[src/ttq_pkg.sv]
// shared types, codes and constants for the table threshold quantizer
// no dependencies; used by ttq_ctrl, ttq_datapath and table_threshold_quantizer
`default_nettype none

package ttq_pkg;

  // default table depth
  localparam int MAX_LEVELS_DEF = 16;

  // field widths fixed by the interface
  localparam int REQ_W    = 2;
  localparam int TIDX_W   = 4;
  localparam int VAL_W    = 16;
  localparam int LIDX_W   = 4;
  localparam int LCNT_W   = 5;
  localparam int CFG_IDX_W = 1;
  localparam int CFG_DATA_W = 5;
  localparam int IN_DATA_W  = 40;
  localparam int OUT_DATA_W = 24;

  // request kinds carried in in_tuser
  localparam logic [REQ_W-1:0] REQ_SAMPLE = 2'd0;
  localparam logic [REQ_W-1:0] REQ_THRESH = 2'd1;
  localparam logic [REQ_W-1:0] REQ_LEVEL  = 2'd2;

  // configuration register indexes
  localparam logic [CFG_IDX_W-1:0] CFG_SATURATE    = 1'd0;
  localparam logic [CFG_IDX_W-1:0] CFG_LEVEL_COUNT = 1'd1;

  // reset value of level_count
  localparam logic [LCNT_W-1:0] LEVEL_COUNT_RST = 5'd2;

  // q2.14 clamp bounds
  localparam logic signed [VAL_W-1:0] Q_POS_ONE = 16'sd16384;
  localparam logic signed [VAL_W-1:0] Q_NEG_ONE = -16'sd16384;

  // controller to datapath commands
  typedef struct packed {
    logic load;      // capture a sample beat and start a search
    logic wr;        // table write beat
    logic rd;        // read next threshold entry
    logic lvl;       // resolve the search and read the level table
    logic out_load;  // move the result into the output register
  } ttq_cmd_t;

  // datapath to controller status
  typedef struct packed {
    logic rd_last;   // threshold read address is the top entry in use
    logic out_free;  // output register can take a result this cycle
  } ttq_sts_t;

endpackage

`default_nettype wire

[src/table_threshold_quantizer.sv]
// top level of the non-uniform table threshold quantizer; depends on ttq_pkg,
// ttq_ctrl and ttq_datapath
// table write beat: no result; a new beat can follow next cycle
// sample beat: the next beat is accepted only after the result has moved into the
//   output register, so also held while the finished result waits for it to drain;
//   the result comes from the serial threshold scan (one table read per cycle)
//   followed by the level table read
// reset: state machine idle, output empty, saturate off, level count 2;
//   both tables hold unknown values until written
`default_nettype none

module table_threshold_quantizer #(
  parameter int MAX_LEVELS = ttq_pkg::MAX_LEVELS_DEF
) (
  input  wire logic                            clk,
  input  wire logic                            rst_n,
  // configuration write port
  input  wire logic                            cfg_wr_en,
  input  wire logic [ttq_pkg::CFG_IDX_W-1:0]   cfg_index,
  input  wire logic [ttq_pkg::CFG_DATA_W-1:0]  cfg_wdata,
  // input beats
  input  wire logic                            in_tvalid,
  output logic                                 in_tready,
  // table_index [3:0], entry_value [19:4], sample [35:20], zero pad [39:36]
  input  wire logic [ttq_pkg::IN_DATA_W-1:0]   in_tdata,
  // req_type [1:0]
  input  wire logic [ttq_pkg::REQ_W-1:0]       in_tuser,
  // last_sample
  input  wire logic                            in_tlast,
  // result beats
  output logic                                 out_tvalid,
  input  wire logic                            out_tready,
  // level_value [15:0], level_index [19:16], zero pad [23:20]
  output logic [ttq_pkg::OUT_DATA_W-1:0]       out_tdata,
  // no_level_error
  output logic                                 out_tuser,
  // end_of_block
  output logic                                 out_tlast
);

  ttq_pkg::ttq_cmd_t cmd;
  ttq_pkg::ttq_sts_t sts;

  // state machine: accepts beats only while idle, sequences scan and level read
  ttq_ctrl u_ctrl (
    .clk       (clk),
    .rst_n     (rst_n),
    .in_tvalid (in_tvalid),
    .in_tuser  (in_tuser),
    .in_tready (in_tready),
    .sts       (sts),
    .cmd       (cmd)
  );

  // tables, compare, output register
  ttq_datapath #(
    .MAX_LEVELS (MAX_LEVELS)
  ) u_dp (
    .clk        (clk),
    .rst_n      (rst_n),
    .cfg_wr_en  (cfg_wr_en),
    .cfg_index  (cfg_index),
    .cfg_wdata  (cfg_wdata),
    .in_tdata   (in_tdata),
    .in_tuser   (in_tuser),
    .in_tlast   (in_tlast),
    .out_tready (out_tready),
    .out_tvalid (out_tvalid),
    .out_tdata  (out_tdata),
    .out_tuser  (out_tuser),
    .out_tlast  (out_tlast),
    .cmd        (cmd),
    .sts        (sts)
  );

  // a sample beat starts a search, so no beat is taken in the next cycle
  a_sample_blocks: assert property (@(posedge clk) disable iff (!rst_n)
    (in_tvalid && in_tready && (in_tuser == ttq_pkg::REQ_SAMPLE)) |=> !in_tready)
    else $error("beat accepted right after a sample beat");

  // a result never overwrites one still waiting downstream
  a_no_overwrite: assert property (@(posedge clk) disable iff (!rst_n)
    cmd.out_load |-> (!out_tvalid || out_tready))
    else $error("output register overwritten while full");

  // table writes only happen while no search is reading the tables
  a_wr_not_during_scan: assert property (@(posedge clk) disable iff (!rst_n)
    cmd.wr |-> !(cmd.rd || cmd.lvl))
    else $error("table write during search");

endmodule

`default_nettype wire

[src/ttq_ctrl.sv]
// controller state machine for the table threshold quantizer
// depends on ttq_pkg; drives ttq_datapath through ttq_cmd_t
`default_nettype none

module ttq_ctrl (
  input  wire logic                        clk,
  input  wire logic                        rst_n,
  input  wire logic                        in_tvalid,
  input  wire logic [ttq_pkg::REQ_W-1:0]   in_tuser,
  output logic                             in_tready,
  input  wire ttq_pkg::ttq_sts_t           sts,
  output ttq_pkg::ttq_cmd_t                cmd
);

  localparam logic [2:0] ST_IDLE   = 3'd0;
  localparam logic [2:0] ST_SCAN   = 3'd1;
  localparam logic [2:0] ST_DRAIN  = 3'd2;
  localparam logic [2:0] ST_LEVEL  = 3'd3;
  localparam logic [2:0] ST_RESULT = 3'd4;

  logic [2:0] state_r;
  logic [2:0] state_nxt;
  logic       accept;

  assign in_tready = (state_r == ST_IDLE);
  assign accept    = in_tvalid && in_tready;

  always_comb begin
    state_nxt = state_r;
    cmd       = '0;
    unique case (state_r)
      ST_IDLE: begin
        if (accept) begin
          unique case (in_tuser) inside
            ttq_pkg::REQ_SAMPLE: begin
              cmd.load  = 1'b1;
              state_nxt = ST_SCAN;
            end
            ttq_pkg::REQ_THRESH, ttq_pkg::REQ_LEVEL: begin
              cmd.wr = 1'b1;
            end
            default: ;
          endcase
        end
      end
      ST_SCAN: begin
        cmd.rd = 1'b1;
        if (sts.rd_last) begin
          state_nxt = ST_DRAIN;
        end
      end
      ST_DRAIN: begin
        state_nxt = ST_LEVEL;
      end
      ST_LEVEL: begin
        cmd.lvl   = 1'b1;
        state_nxt = ST_RESULT;
      end
      ST_RESULT: begin
        if (sts.out_free) begin
          cmd.out_load = 1'b1;
          state_nxt    = ST_IDLE;
        end
      end
      default: state_nxt = ST_IDLE;
    endcase
  end

  always_ff @(posedge clk) begin
    if (!rst_n) begin
      state_r <= ST_IDLE;
    end else begin
      state_r <= state_nxt;
    end
  end

endmodule

`default_nettype wire

[src/ttq_datapath.sv]
// datapath: config registers, threshold and level tables, serial search, output register
// depends on ttq_pkg; sequenced by ttq_ctrl
`default_nettype none

module ttq_datapath #(
  parameter int MAX_LEVELS = ttq_pkg::MAX_LEVELS_DEF
) (
  input  wire logic                             clk,
  input  wire logic                             rst_n,
  input  wire logic                             cfg_wr_en,
  input  wire logic [ttq_pkg::CFG_IDX_W-1:0]    cfg_index,
  input  wire logic [ttq_pkg::CFG_DATA_W-1:0]   cfg_wdata,
  input  wire logic [ttq_pkg::IN_DATA_W-1:0]    in_tdata,
  input  wire logic [ttq_pkg::REQ_W-1:0]        in_tuser,
  input  wire logic                             in_tlast,
  input  wire logic                             out_tready,
  output logic                                  out_tvalid,
  output logic [ttq_pkg::OUT_DATA_W-1:0]        out_tdata,
  output logic                                  out_tuser,
  output logic                                  out_tlast,
  input  wire ttq_pkg::ttq_cmd_t                cmd,
  output ttq_pkg::ttq_sts_t                     sts
);

  localparam int IDX_W = (MAX_LEVELS > 1) ? $clog2(MAX_LEVELS) : 1;

  // configuration
  logic                            sat_en_r;
  logic [ttq_pkg::LCNT_W-1:0]      lvl_cnt_r;

  // tables
  logic signed [ttq_pkg::VAL_W-1:0] thr_mem [MAX_LEVELS];
  logic signed [ttq_pkg::VAL_W-1:0] lvl_mem [MAX_LEVELS];
  logic signed [ttq_pkg::VAL_W-1:0] thr_q_r;
  logic signed [ttq_pkg::VAL_W-1:0] lvl_q_r;

  // input fields
  logic [ttq_pkg::TIDX_W-1:0]       f_idx;
  logic signed [ttq_pkg::VAL_W-1:0] f_val;
  logic signed [ttq_pkg::VAL_W-1:0] f_smp;
  logic signed [ttq_pkg::VAL_W-1:0] smp_clamped;
  logic [31:0]                      widx32;
  logic [IDX_W-1:0]                 waddr;
  logic                             widx_ok;
  logic [31:0]                      lc32;
  logic [IDX_W-1:0]                 nm1;

  // search state
  logic signed [ttq_pkg::VAL_W-1:0] s_r;
  logic [IDX_W-1:0]                 nm1_r;
  logic                             last_r;
  logic [IDX_W-1:0]                 rd_idx_r;
  logic [IDX_W-1:0]                 cmp_idx_r;
  logic                             cmp_vld_r;
  logic                             le1_r;
  logic                             gt_prev_r;
  logic                             found_r;
  logic [IDX_W-1:0]                 found_idx_r;
  logic                             gt;

  // resolved choice
  logic [IDX_W-1:0]                 chosen;
  logic                             err;
  logic [IDX_W-1:0]                 chosen_r;
  logic                             err_r;
  logic [31:0]                      ch32;

  // output register
  logic                             out_vld_r;
  logic signed [ttq_pkg::VAL_W-1:0] o_val_r;
  logic [ttq_pkg::LIDX_W-1:0]       o_idx_r;
  logic                             o_err_r;
  logic                             o_last_r;

  assign f_idx = in_tdata[3:0];
  assign f_val = in_tdata[19:4];
  assign f_smp = in_tdata[35:20];

  assign widx32  = 32'(f_idx);
  assign waddr   = widx32[IDX_W-1:0];
  assign widx_ok = (widx32 < 32'(MAX_LEVELS));

  always_comb begin
    smp_clamped = f_smp;
    if (sat_en_r) begin
      if (f_smp > ttq_pkg::Q_POS_ONE) begin
        smp_clamped = ttq_pkg::Q_POS_ONE;
      end else if (f_smp < ttq_pkg::Q_NEG_ONE) begin
        smp_clamped = ttq_pkg::Q_NEG_ONE;
      end
    end
  end

  // level count clamped to [2, MAX_LEVELS], kept as n-1
  assign lc32 = 32'(lvl_cnt_r);
  always_comb begin
    if (lc32 < 32'd2) begin
      nm1 = IDX_W'(1);
    end else if (lc32 > 32'(MAX_LEVELS)) begin
      nm1 = IDX_W'(MAX_LEVELS - 1);
    end else begin
      nm1 = IDX_W'(lc32 - 32'd1);
    end
  end

  always_ff @(posedge clk) begin
    if (!rst_n) begin
      sat_en_r  <= 1'b0;
      lvl_cnt_r <= ttq_pkg::LEVEL_COUNT_RST;
    end else if (cfg_wr_en) begin
      unique case (cfg_index)
        ttq_pkg::CFG_SATURATE:    sat_en_r  <= cfg_wdata[0];
        ttq_pkg::CFG_LEVEL_COUNT: lvl_cnt_r <= cfg_wdata;
        default: ;
      endcase
    end
  end

  // table writes and registered reads
  always_ff @(posedge clk) begin
    if (cmd.wr && widx_ok && (in_tuser == ttq_pkg::REQ_THRESH)) begin
      thr_mem[waddr] <= f_val;
    end
    if (cmd.rd) begin
      thr_q_r <= thr_mem[rd_idx_r];
    end
  end

  always_ff @(posedge clk) begin
    if (cmd.wr && widx_ok && (in_tuser == ttq_pkg::REQ_LEVEL)) begin
      lvl_mem[waddr] <= f_val;
    end
    if (cmd.lvl) begin
      lvl_q_r <= lvl_mem[chosen];
    end
  end

  assign gt = (s_r > thr_q_r);

  // serial scan over thresholds 1 .. n-1
  always_ff @(posedge clk) begin
    if (!rst_n) begin
      cmp_vld_r <= 1'b0;
    end else begin
      cmp_vld_r <= cmd.rd;
    end
  end

  always_ff @(posedge clk) begin
    if (cmd.load) begin
      s_r      <= smp_clamped;
      nm1_r    <= nm1;
      last_r   <= in_tlast;
      rd_idx_r <= IDX_W'(1);
      found_r  <= 1'b0;
    end else begin
      if (cmd.rd) begin
        rd_idx_r  <= rd_idx_r + IDX_W'(1);
        cmp_idx_r <= rd_idx_r;
      end
      if (cmp_vld_r) begin
        gt_prev_r <= gt;
        if (cmp_idx_r == IDX_W'(1)) begin
          le1_r <= !gt;
        end else if (!found_r && gt_prev_r && !gt) begin
          found_r     <= 1'b1;
          found_idx_r <= cmp_idx_r - IDX_W'(1);
        end
      end
    end
  end

  // bottom interval first, then above the top threshold, then the scan hit
  always_comb begin
    err = 1'b0;
    if (le1_r) begin
      chosen = '0;
    end else if (gt_prev_r) begin
      chosen = nm1_r;
    end else if (found_r) begin
      chosen = found_idx_r;
    end else begin
      chosen = '0;
      err    = 1'b1;
    end
  end

  always_ff @(posedge clk) begin
    if (cmd.lvl) begin
      chosen_r <= chosen;
      err_r    <= err;
    end
  end

  assign ch32 = 32'(chosen_r);

  always_ff @(posedge clk) begin
    if (!rst_n) begin
      out_vld_r <= 1'b0;
    end else if (cmd.out_load) begin
      out_vld_r <= 1'b1;
    end else if (out_tready) begin
      out_vld_r <= 1'b0;
    end
  end

  always_ff @(posedge clk) begin
    if (cmd.out_load) begin
      o_val_r  <= err_r ? '0 : lvl_q_r;
      o_idx_r  <= ch32[ttq_pkg::LIDX_W-1:0];
      o_err_r  <= err_r;
      o_last_r <= last_r;
    end
  end

  assign sts.rd_last  = (rd_idx_r == nm1_r);
  assign sts.out_free = !out_vld_r || out_tready;

  assign out_tvalid = out_vld_r;
  assign out_tdata  = {4'b0, o_idx_r, o_val_r};
  assign out_tuser  = o_err_r;
  assign out_tlast  = o_last_r;

endmodule

`default_nettype wire

[config.mk]
export PLATFORM = sky130hd
export DESIGN_NAME = table_threshold_quantizer
export DESIGN_NICKNAME = d
export VERILOG_FILES = /design/src/ttq_pkg.sv /design/src/table_threshold_quantizer.sv /design/src/ttq_ctrl.sv /design/src/ttq_datapath.sv
export SDC_FILE = /design/constraint.sdc
export NUM_CORES = 1
export LEC_CHECK = 0
export ABC_CLOCK_PERIOD_IN_PS = 3520
export BUFFER_PORTS_ARGS = -buffer_cell sky130_fd_sc_hd__buf_2
export CAP_MARGIN = 20
export CORE_MARGIN = 2
export CORE_UTILIZATION = 40
export CTS_CLUSTER_SIZE = 30
export DETAILED_ROUTE_END_ITERATION = 8
export SLEW_MARGIN = 20
export SYNTH_ARGS = -nofsm -noshare
export SYNTH_HDL_FRONTEND = slang
export SYNTH_SLANG_ARGS = --single-unit
export TNS_END_PERCENT = 50
[constraint.sdc]
create_clock -name clk -period 3.52 [get_ports clk]
set_clock_uncertainty 0.2 [all_clocks]
set_input_delay 0.704 -clock clk [delete_from_list [all_inputs] [get_ports clk]]
set_output_delay 0.704 -clock clk [all_outputs]
set_load 0.005 [all_outputs]
==> reports/metrics.csv, run 1 <==
stage;metric;value;unit
timing;holdWs;0.0610;ns
drt;dr.pass1.iters;5;
timing;drv_slew;0;
yosys;synth_edf_count;602;
floorplan;start_util;40.3;%
power_and_ir_drop;internal_power;12.8;mW
timing;fin_setup_tns;0;ns
floorplan;die_w;250;µm
yosys;syn_area_per_cell;20.5;µm²
floorplan;die_h;250;µm
yosys;synth_cell_types;47;
global_routing;grt_pass1_wl;73300;µm
timing;fmax;330;MHz
yosys;ys_warn_count;0;
clock_network;cts_setup_buffers;0;
worst_setup_path;rr_startpoint;u_dp.gt_prev_r$_DFFE_PP_;
drt;avgRoutedWirePerCell;22.8;µm
clock_network;cts_sinks;618;
clock_network;cts_buffers;59;
hold_path;hold_end;u_dp.last_r$_DFFE_PP_;
worst_setup_path;cp-start-kind;register;
drt;remaining_drc_errors;0;
final_layout;multiInputGateArea;5460;µm²
drt;routed.top_layer;met5;
worst_setup_path;end_kind;register;
worst_setup_path;worstReg2RegEnd;u_dp.lvl_q_r[2]$_DFFE_PP_;
clock_network;clk_pin_slew_worst_paths;0.06;ns
final_layout;fillCellCount;5039;
yosys;synth_seq_cells;618;
yosys;ys_async_sr_fraction;0;%
hold_path;hold_class;in2reg;
drt;drt_first_iter_violations;677;
timing;hold_viol_final;0;
global_routing;grt-ovfl-total;0;
final_layout;fin_util;46.0;%
worst_setup_path;arrival;3.23;ns
drt;wl_met1;21400;µm
clock_network;hold_buffers;0;
clock_network;root_buffer;clkbuf_16;
final_layout;seqCellArea;18400;µm²
hold_path;whs_path_depth;1;
global_routing;antenna_found_initial;8;
timing;max_slew_margin;47.0;%
power_and_ir_drop;seqPwrFrac;50.4;%
power_and_ir_drop;comb_power_share;13.6;%
worst_setup_path;r2r_slack;0.49;ns
outcome;status;complete, no violations;
worst_setup_path;required;3.72;ns
clock_network;clkLatencyLatePin;0.61;ns
power_and_ir_drop;netSwitchingFraction;23.2;%
drt;dr_total_vias;11236;
floorplan;ios;82;
yosys;synth_ff_type;edfxtp_1;
yosys;syn_area;24200;µm²
floorplan;num_rows;90;
timing;setup_violations;0;
timing;rsz0062_at_grt;false;
clock_network;htreeDepth;2;
clock_network;tritoncts;done;
clock_network;cts_buffer_depth;3;
place;dp_hpwl;28900;µm
final_layout;drive_above_1_share;25.3;%
drt;wl_met3;2730;µm
floorplan;core_area;60100;µm²
timing;tightest_slew;0.793;ns
drt;met2_length;24100;µm
worst_setup_path;path_class;reg2reg;
global_routing;grt_use_total;15.9;%
power_and_ir_drop;p_leak;8.89;nW
drt;wl;49200;µm
worst_setup_path;rr_worst_depth;7;
power_and_ir_drop;switching_power;3.86;mW
timing;min_period_over_period;86.1;%
floorplan;die-area;62500;µm²
final_layout;nNetsFinal;1399;
place;port_buffers;73;
yosys;ys_seq_area_share;76.0;%
yosys;syn_inst;1180;
place;gp_congestion;0.760;
hold_path;hold_start;in_tlast;
worst_setup_path;path_max_fanout;13;
power_and_ir_drop;power_density;602;nW/µm²
clock_network;cts-resized-gates;0;
run;max-cap-violations;0;
global_routing;grt_max_degree;34;
drt;viasPerCell;5.21;
global_routing;grt_pass1_vias;11656;
drt;ant_nets;0;
power_and_ir_drop;ir_drop;0.000379;V
power_and_ir_drop;p_clk_share;36.0;%
final_layout;syn2layout_area_growth;14.3;%
timing;post-route-min-period;3.03;ns
-- cells in the mapped netlist, drive strengths merged (6+ instances only) --
cell	count	area, µm²
ha	23	288
a21oi	10	50.1
mux2i	147	1470
clkbuf	20	75.1
nand4	6	37.5
buf	33	250
nor2	48	190
nor3	8	40.0
nand2	23	86.3
xor2	8	70.1
nor2b	39	251
inv	27	101
dfxtp	16	320
nand3	13	65.1
mux4	112	2520
edfxtp	602	18100
-- cell type report --
cell class                 count  share of cell area (%)
inverter                      27                   0.366
clock inverter                36                    1.03
multi-input combinational    485                    19.7
timing repair buffer         131                    3.30
clock buffer                  75                    5.58
tap                          782                    3.53
sequential                   618                    66.5
antenna                        2                  0.0181
-- kinds of logic (layout without fill, tap and decap cells) --
| logic type | after synthesis | count (layout) | share of synthesized area (%) |
|---|---|---|---|
| AO/OA/AOI/OAI | 34 | 34 | 0.950 |
| XOR/XNOR | 9 | 9 | 0.325 |
| adder cells (fa/ha/maj) | 23 | 23 | 1.19 |
| buffers and inverters | 80 | 269 | 1.76 |
| flip-flops | 618 | 618 | 76.0 |
| multiplexers | 259 | 259 | 16.5 |
| other | 1 | 6 | 0.0155 |
| AND/OR/NAND/NOR | 156 | 156 | 3.32 |
-- flip-flops by register name (all words and copies together), names as in the netlist, 3 cells and up --
name              cells
u_dp.cmp_idx_r        4
u_dp.thr_mem        256
u_dp.o_idx_r          4
u_dp.o_val_r         16
u_dp.s_r             16
u_ctrl.state_r        3
u_dp.rd_idx_r         4
u_dp.chosen_r         4
u_dp.lvl_q_r         16
u_dp.found_idx_r      4
u_dp.lvl_cnt_r        5
u_dp.lvl_mem        256
u_dp.thr_q_r         16
u_dp.nm1_r            4
-- through the flow --
step	std cells	power, mW	setup WS [ns]	cell area (µm²)
after floorplan	1183	10.1	0.602	24200
after global placement	2043	10.8	0.540	25900
after detailed placement	2043	10.9	0.542	25900
after CTS	2154	16.9	0.510	27700
after global routing	2154	17.4	0.396	27700
final	2156	16.7	0.488	27700
-- how the worst max path moves through the flow --
stage	start	to	slack (ns)	depth (start not counted)
detailed placement	u_dp.s_r[6]$_DFFE_PP_	u_dp.found_idx_r[1]$_DFFE_PP_	0.54	7
floorplan	u_ctrl.state_r[0]$_SDFFE_PN0P_	u_ctrl.state_r[1]$_SDFFE_PN0P_	0.60	6
finish	u_dp.gt_prev_r$_DFFE_PP_	u_dp.lvl_q_r[2]$_DFFE_PP_	0.49	7
global route	u_dp.s_r[6]$_DFFE_PP_	u_dp.found_idx_r[1]$_DFFE_PP_	0.40	7
global placement	u_dp.gt_prev_r$_DFFE_PP_	u_dp.lvl_q_r[2]$_DFFE_PP_	0.54	7
CTS	u_dp.gt_prev_r$_DFFE_PP_	u_dp.lvl_q_r[2]$_DFFE_PP_	0.51	7
-- worst max-delay path, cell delays in order, from the launching register on --
cell and delay, ns:
edfxtp_1 0.52, nor2b_4 0.17, a22oi_1 0.11, nor2_4 0.54, buf_4 0.34, mux2i_1 0.10, mux4_2 0.54, mux2i_1 0.28
-- power by group through the flow --
| stage | sequential [mW] | clock [mW] | combinational (mW) |
|---|---|---|---|
| 2_1_floorplan | 8.46 | 0 | 1.63 |
| 3_3_place_gp | 8.56 | 0 | 2.26 |
| 3_5_place_dp | 8.57 | 0 | 2.30 |
| 4_1_cts | 8.41 | 6.16 | 2.31 |
| 5_1_grt | 8.42 | 6.46 | 2.47 |
| 6_report | 8.41 | 6.01 | 2.26 |
-- layout by cell type, fill, tap and decap left out, drive strengths merged, types with 10 or more instances in the layout --
cell type / count
dfxtp: 16
inv: 31
edfxtp: 602
ha: 23
nand3: 13
nor2b: 39
nor2: 48
nand2: 23
clkbuf: 75
buf: 131
mux2i: 147
clkinv: 28
mux4: 112
a21oi: 10
-- metal layers --
metal | vias to the layer above | global-route usage (%)
met4 | 8 | 4.02
met3 | 75 | 3.42
li1 | 5034 | -
met5 | - | 0
met2 | 265 | 26.3
met1 | 5854 | 21.6
Note: power is estimated with default switching activity, not from simulation.
==> inputs of run 2 (changes only) <==
--- a/config.mk
+++ b/config.mk
@@ -12,6 +12,7 @@
 export CORE_UTILIZATION = 40
 export CTS_CLUSTER_SIZE = 30
 export DETAILED_ROUTE_END_ITERATION = 8
+export PLACE_DENSITY_LB_ADDON = 0.08
 export SLEW_MARGIN = 20
 export SYNTH_ARGS = -nofsm -noshare
 export SYNTH_HDL_FRONTEND = slang
==> run 2 against run 1 <==
Compared with the run above:
- cell area is 1.3% higher
- critical path depth stayed put
- via count is 0.76% lower
- die area stayed put
- clock power is 14% higher
- fmax is 0.69% higher
- register-to-register slack better by 0.02 ns
- sequential share of layout area is 0.83 points lower
- non-clock buffer count is 1 lower
- utilization is 0.59 points higher
- critical endpoint is now u_dp.found_idx_r[0]$_DFFE_PP_
- largest cell class unchanged
==> reports/metrics.csv, run 2 (synthesis results as in run 1) <==
stage;metric;value;unit;change
worst_setup_path;path_class;reg2reg;;unchanged
timing;tightest_slew;0.718;ns;was 0.793 ns
floorplan;die-area;62500;µm²;unchanged
clock_network;tritoncts;done;;unchanged
drt;dr.pass1.iters;5;;unchanged
timing;max_slew_margin;52.1;%;was 47.0%
timing;setup_violations;0;;unchanged
global_routing;grt_use_total;17.2;%;was 15.9%
place;place_area;25900;µm²;about the same
power_and_ir_drop;power_density;626;nW/µm²;was 602 nW/µm²
final_layout;syn2layout_area_growth;15.8;%;was 14.3%
final_layout;reg.largest.list;u_dp.lvl_mem: 256 flops, u_dp.thr_mem: 256 flops;;unchanged
drt;ant_nets;0;;unchanged
place;port_buffers;73;;unchanged
worst_setup_path;cpMostUsedCell;nor3_1;;was mux2i_1
drt;drt_first_iter_violations;769;;was 677
floorplan;start_util;40.3;%;unchanged
floorplan;ios;82;;unchanged
final_layout;fin_cells;2167;;was 2,156
final_layout;postLayoutCellArea;28000;µm²;was 27,700 µm²
drt;remaining_drc_errors;0;;unchanged
run;max-cap-violations;0;;unchanged
global_routing;grt_max_degree;59;;was 34
clock_network;cts-resized-gates;0;;unchanged
worst_setup_path;cp_cell_sequence;ha_1 > a41o_1 > a21oi_1 > nor3_1 > or4b_1 > mux2i_1 > nor3_1;;was nor2b_4 > a22oi_1 > nor2_4 > buf_4 > mux2i_1 > mux4_2 > mux2i_1
global_routing;grt_pass1_vias;11561;;was 11,656
final_layout;mostFrequentLayoutCell;edfxtp_1;;unchanged
drt;dr_total_vias;11151;;was 11,236
timing;rsz0062_at_grt;false;;unchanged
clock_network;cts_sinks;618;;unchanged
clock_network;cts_buffer_depth;3;;unchanged
drt;wl;52700;µm;was 49,200 µm
timing;min_period_over_period;85.5;%;was 86.1%
global_routing;antenna_found_initial;5;;was 8
floorplan;core_area;60100;µm²;unchanged
drt;viasPerCell;5.15;;was 5.21
place;dp_hpwl;30400;µm;was 28,900 µm
power_and_ir_drop;ir_drop;0.000285;V;was 0.000379 V
worst_setup_path;path_buf_inv;0;;was 1
worst_setup_path;slowest_stage;or4b_1;;was nor2_4
final_layout;final_cell_mix;edfxtp_1, mux2i_1, mux4_2, clkbuf_16, buf_2;;was edfxtp_1, mux2i_1, mux4_2, buf_2, clkbuf_16
timing;hold_viol_final;0;;unchanged
worst_setup_path;critical-path-max-stage-delay;0.52;ns;was 0.54 ns
floorplan;num_rows;90;;unchanged
clock_network;hold_buffers;0;;unchanged
clock_network;htreeDepth;3;;was 2
worst_setup_path;cp-start-kind;register;;unchanged
worst_setup_path;path_max_fanout;4;;was 13
timing;fmax;332;MHz;was 330 MHz
power_and_ir_drop;p_leak;9.00;nW;was 8.89 nW
clock_network;clkLatencyLatePin;0.59;ns;was 0.61 ns
clock_network;cts_buffers;67;;was 59
worst_setup_path;path_delay_family;simple AND/OR/NAND/NOR gates;;was multiplexers
worst_setup_path;end_kind;register;;unchanged
final_layout;nNetsFinal;1406;;was 1,399
floorplan;die_w;250;µm;unchanged
worst_setup_path;required;3.53;ns;was 3.72 ns
timing;holdWs;0.113;ns;was 0.0610 ns
clock_network;cts_setup_buffers;0;;unchanged
timing;post-route-min-period;3.01;ns;was 3.03 ns
drt;avgRoutedWirePerCell;24.3;µm;was 22.8 µm
hold_path;hold_class;in2reg;;unchanged
clock_network;root_buffer;clkbuf_16;;unchanged
place;dp_cells;2042;;was 2,043
final_layout;drive_above_1_share;26.2;%;was 25.3%
outcome;status;complete, no violations;;unchanged
clock_network;clk_pin_slew_worst_paths;0.05;ns;was 0.06 ns
global_routing;grt_pass1_wl;77300;µm;was 73,300 µm
global_routing;grt-ovfl-total;0;;unchanged
floorplan;die_h;250;µm;unchanged
timing;fin_setup_tns;0;ns;unchanged
worst_setup_path;arrival;3.02;ns;was 3.23 ns
timing;drv_slew;0;;unchanged
place;gp_congestion;0.718;;was 0.760
## run 2: cell count changes in the layout (fill, tap and decap cells not counted), moves of 11 or more
| cell | delta |
|---|---|
| nor2_2 | +16 |
| nor2_1 | -16 |
| clkinv_1 | +11 |
| clkbuf_16 | +14 |
| clkinv_2 | -14 |
## run 2: path summary, 6_finish.rpt
check        cells past startpoint                             to                  startpoint  slack [ns]
max reg2reg                      7  u_dp.found_idx_r[0]$_DFFE_PP_       u_dp.s_r[6]$_DFFE_PP_        0.51
max                              7  u_dp.found_idx_r[0]$_DFFE_PP_       u_dp.s_r[6]$_DFFE_PP_        0.51
min reg2reg                      0      u_dp.o_idx_r[1]$_DFFE_PP_  u_dp.chosen_r[1]$_DFFE_PP_        0.22
min                              1          u_dp.last_r$_DFFE_PP_                    in_tlast        0.11
## run 2: worst register-to-register path, cell delays in order, from the launching register on
cell      delay [ns]
edfxtp_1        0.39
ha_1            0.34
a41o_1          0.24
a21oi_1         0.15
nor3_1          0.06
or4b_1          0.52
mux2i_1         0.23
nor3_1          0.52
## run 2: metrics by stage
| stage | power (mW) | utilization [%] | worst slack, ns |
|---|---|---|---|
| finish | 17.5 | 46.6 | 0.509 |
| global route | 18.3 | 46.6 | 0.374 |
| CTS | 17.8 | 46.6 | 0.459 |
| detailed placement | 10.9 | 43.0 | 0.453 |
| global placement | 10.9 | 43.0 | 0.513 |
| floorplan | 10.1 | - | 0.602 |
## run 2: cell type report
class | instances | area, µm²
diodes | 2 | 5.00
well taps | 782 | 978
multi-input cells | 485 | 5500
flip-flops and latches | 618 | 18400
fillers | 5045 | 32100
clock inverters | 33 | 251
clock buffers | 90 | 1910
repair buffers | 130 | 893
inverters | 27 | 101
## run 2: report_power, final
part / internal [mW] / switching, mW
logic: 1.13 / 1.14
registers: 8.27 / 0.175
clock network: 4.10 / 2.73
total: 13.5 / 4.05
## run 2: per-layer routing
metal  part of all wire, %  vias up  GRT usage (%)
met5                 0.072        -              0
met4                   1.5        6           4.81
met3                   4.2       63           3.29
met2                    47      196           26.9
met1                    47     5826           24.7
li1                      -     5060              -
==> inputs of run 3 (changes only) <==
--- a/config.mk
+++ b/config.mk
@@ -5,6 +5,7 @@
 export SDC_FILE = /design/constraint.sdc
 export NUM_CORES = 1
 export LEC_CHECK = 0
+export ABC_AREA = 1
 export ABC_CLOCK_PERIOD_IN_PS = 3520
 export BUFFER_PORTS_ARGS = -buffer_cell sky130_fd_sc_hd__buf_2
 export CAP_MARGIN = 20
==> run 3 against run 2 <==
Compared with the run above:
- sequential cell count stayed put
- via count is 36% higher
- synthesized cell count is 63% higher
- utilization is 0.24 points lower
- first-iteration DRC count is 63% higher
- largest power group unchanged
- highest routed layer unchanged
- clock power is 3.4% higher
==> reports/metrics.csv, run 3 <==
stage;metric;value;unit;change
hold_path;hold_start;in_tlast;;unchanged
yosys;syn_inst;1921;;was 1,180
worst_setup_path;rr_worst_depth;8;;was 7
final_layout;fillCellCount;5457;;was 5,045
timing;drv_slew;0;;unchanged
drt;remaining_drc_errors;0;;unchanged
yosys;synth_seq_cells;618;;unchanged
floorplan;num_rows;91;;was 90
yosys;netlist.area_leader.share;72.8;%;was 74.6%
drt;viasPerCell;5.31;;was 5.15
power_and_ir_drop;p_leak;9.95;nW;was 9.00 nW
worst_setup_path;rr_startpoint;u_dp.gt_prev_r$_DFFE_PP_;;was u_dp.s_r[6]$_DFFE_PP_
global_routing;grt_use_total;19.6;%;was 17.2%
clock_network;clkLatencyLatePin;0.59;ns;about the same
timing;min_period_over_period;74.2;%;was 85.5%
yosys;synth_top_area_cell;edfxtp_1;;unchanged
yosys;synth_most_common_cell;edfxtp_1;;unchanged
timing;max_slew_margin;46.4;%;was 52.1%
worst_setup_path;crit_start;u_dp.gt_prev_r$_DFFE_PP_;;was u_dp.s_r[6]$_DFFE_PP_
worst_setup_path;worstReg2RegEnd;u_dp.lvl_q_r[1]$_DFFE_PP_;;was u_dp.found_idx_r[0]$_DFFE_PP_
final_layout;drive_above_1_share;13.4;%;was 26.2%
hold_path;hold_class;in2reg;;unchanged
place;port_buffers;73;;unchanged
clock_network;clk_pin_slew_worst_paths;0.06;ns;was 0.05 ns
clock_network;hold_buffers;0;;unchanged
worst_setup_path;end_kind;register;;unchanged
timing;fmax;383;MHz;was 332 MHz
place;dp_hpwl;34000;µm;was 30,400 µm
yosys;ys_warn_count;0;;unchanged
final_layout;mostFrequentLayoutCell;edfxtp_1;;unchanged
timing;holdWs;0.0971;ns;was 0.113 ns
worst_setup_path;required;3.75;ns;was 3.53 ns
hold_path;whs_path_depth;1;;unchanged
hold_path;hold_end;u_dp.last_r$_DFFE_PP_;;unchanged
timing;post-route-min-period;2.61;ns;was 3.01 ns
yosys;syn_area;24800;µm²;was 24,200 µm²
yosys;synth_area_leaders;edfxtp_1, nor2_1, o21ai_0, nand2_1, o211ai_1;;was edfxtp_1, mux4_2, mux2i_1, dfxtp_1, ha_1
yosys;ys_async_sr_fraction;0;%;unchanged
worst_setup_path;r2r_slack;0.91;ns;was 0.51 ns
clock_network;cts_sinks;618;;unchanged
yosys;synth_edf_count;602;;unchanged
timing;hold_viol_final;0;;unchanged
clock_network;root_buffer;clkbuf_16;;unchanged
yosys;synth_ff_type;edfxtp_1;;unchanged
final_layout;final_cell_mix;edfxtp_1, nor2_1, nand2_1, o21ai_0, inv_1;;was edfxtp_1, mux2i_1, mux4_2, clkbuf_16, buf_2
global_routing;grt_max_degree;117;;was 59
global_routing;grt_pass1_vias;14556;;was 11,561
worst_setup_path;cp-start-kind;register;;unchanged
global_routing;grt_pass1_wl;92000;µm;was 77,300 µm
drt;wl;61900;µm;was 52,700 µm
final_layout;syn2layout_area_growth;14.9;%;was 15.8%
yosys;ys_seq_area_share;74.1;%;was 76.0%
floorplan;ios;82;;unchanged
clock_network;htreeDepth;3;;unchanged
clock_network;tritoncts;done;;unchanged
drt;dr_total_vias;15205;;was 11,151
clock_network;cts-resized-gates;0;;unchanged
final_layout;reg.largest.list;u_dp.lvl_mem: 256 flops, u_dp.thr_mem: 256 flops;;unchanged
power_and_ir_drop;power_density;621;nW/µm²;was 626 nW/µm²
worst_setup_path;path_class;reg2reg;;unchanged
floorplan;start_util;40.4;%;was 40.3%
global_routing;antenna_found_initial;3;;was 5
timing;setup_violations;0;;unchanged
floorplan;core_area;61500;µm²;was 60,100 µm²
global_routing;grt-ovfl-total;0;;unchanged
timing;tightest_slew;0.803;ns;was 0.718 ns
drt;drt_first_iter_violations;1252;;was 769
outcome;status;complete, no violations;;unchanged
yosys;synthTopCellsByCount;edfxtp_1, nor2_1, nand2_1;;was edfxtp_1, mux2i_1, mux4_2
worst_setup_path;arrival;2.84;ns;was 3.02 ns
final_layout;nNetsFinal;2099;;was 1,406
clock_network;cts_setup_buffers;0;;unchanged
drt;avgRoutedWirePerCell;21.6;µm;was 24.3 µm
clock_network;cts_buffers;69;;was 67
drt;dr.pass1.iters;5;;unchanged
floorplan;die-area;64100;µm²;was 62,500 µm²
floorplan;die_w;253;µm;was 250 µm
drt;ant_nets;0;;unchanged
clock_network;cts_buffer_depth;3;;unchanged
timing;fin_setup_tns;0;ns;unchanged
yosys;syn_area_per_cell;12.9;µm²;was 20.5 µm²
run;max-cap-violations;0;;unchanged
power_and_ir_drop;ir_drop;0.000430;V;was 0.000285 V
worst_setup_path;path_max_fanout;16;;was 4
floorplan;die_h;253;µm;was 250 µm
yosys;synth_cell_types;34;;was 47
timing;rsz0062_at_grt;false;;unchanged
place;gp_congestion;0.770;;was 0.718
-- run 3: cell types whose count changed after synthesis, moves of 52 or more --
cell / before / now
inv_1: 27 / 143
clkbuf_1: 20 / 78
mux2i_1: 147 / 0
o211ai_1: 1 / 100
nand2_1: 23 / 205
o21ai_0: 2 / 165
mux4_2: 112 / 0
o221ai_1: 0 / 52
nor2_1: 46 / 266
nand3_1: 13 / 130
-- run 3: metrics by stage --
step | area, µm² | worst slack, ns | instances | utilization [%] | total power [mW]
after floorplan | 24800 | 0.746 | 1924 | - | 9.78
after global placement | 26300 | 0.967 | 2741 | 42.8 | 10.8
after detailed placement | 26300 | 0.914 | 2741 | 42.8 | 10.8
after CTS | 28500 | 0.897 | 2864 | 46.4 | 17.9
after global routing | 28500 | 0.730 | 2864 | 46.4 | 18.4
final | 28500 | 0.909 | 2865 | 46.4 | 17.7
-- run 3: layout make-up --
cell class	instances	area [µm²]	share of cell area, %
repair buffers	137	908	3.18
clock inverters	25	230	0.807
diodes	1	2.50	0.00877
well taps	790	988	3.47
inverters	147	556	1.95
clock buffers	98	1990	6.98
flip-flops and latches	618	18400	64.5
multi-input cells	1049	5440	19.1
-- run 3: worst max-delay path: stages, from the launching register on --
cell and delay, ns:
edfxtp_1 0.48, inv_2 0.14, nor2_1 0.08, nor3_4 0.52
inv_1 0.19, buf_4 0.26, nand3_1 0.17, nand3_1 0.22
nand2_1 0.18
-- run 3: logic make-up after synthesis --
family          share of synthesized area, %
compound gates                          8.99
flops                                   74.1
other cells                           0.0151
fa+ha+maj                               1.16
xor+xnor                               0.212
buf+inv                                 4.12
simple gates                            11.4
-- run 3: how the worst max path moves through the flow --
stage / to / slack, ns / depth (start not counted)
floorplan: u_dp.lvl_mem[10][0]$_DFFE_PP_ / 0.75 / 5
global placement: u_dp.lvl_q_r[3]$_DFFE_PP_ / 0.97 / 8
detailed placement: u_dp.lvl_q_r[3]$_DFFE_PP_ / 0.91 / 8
CTS: u_dp.lvl_q_r[3]$_DFFE_PP_ / 0.90 / 8
global route: u_dp.lvl_q_r[3]$_DFFE_PP_ / 0.73 / 8
finish: u_dp.lvl_q_r[1]$_DFFE_PP_ / 0.91 / 8
-- run 3: layer usage --
| layer | up-vias | global-route usage (%) | wire [µm] |
|---|---|---|---|
| met1 | 7551 | 29.2 | 29500 |
| met2 | 413 | 29.5 | 27900 |
| met4 | 4 | 5.88 | 1090 |
| met3 | 85 | 3.20 | 3460 |
| met5 | - | 0 | 27 |
| li1 | 7152 | - | - |
-- run 3: report_power, final --
part	internal (mW)	switching, mW	total (mW)
Sequential	8.21	0.0493	8.26
Combinational	0.641	1.75	2.39
Clock	4.23	2.83	7.06
Total	13.1	4.62	17.7
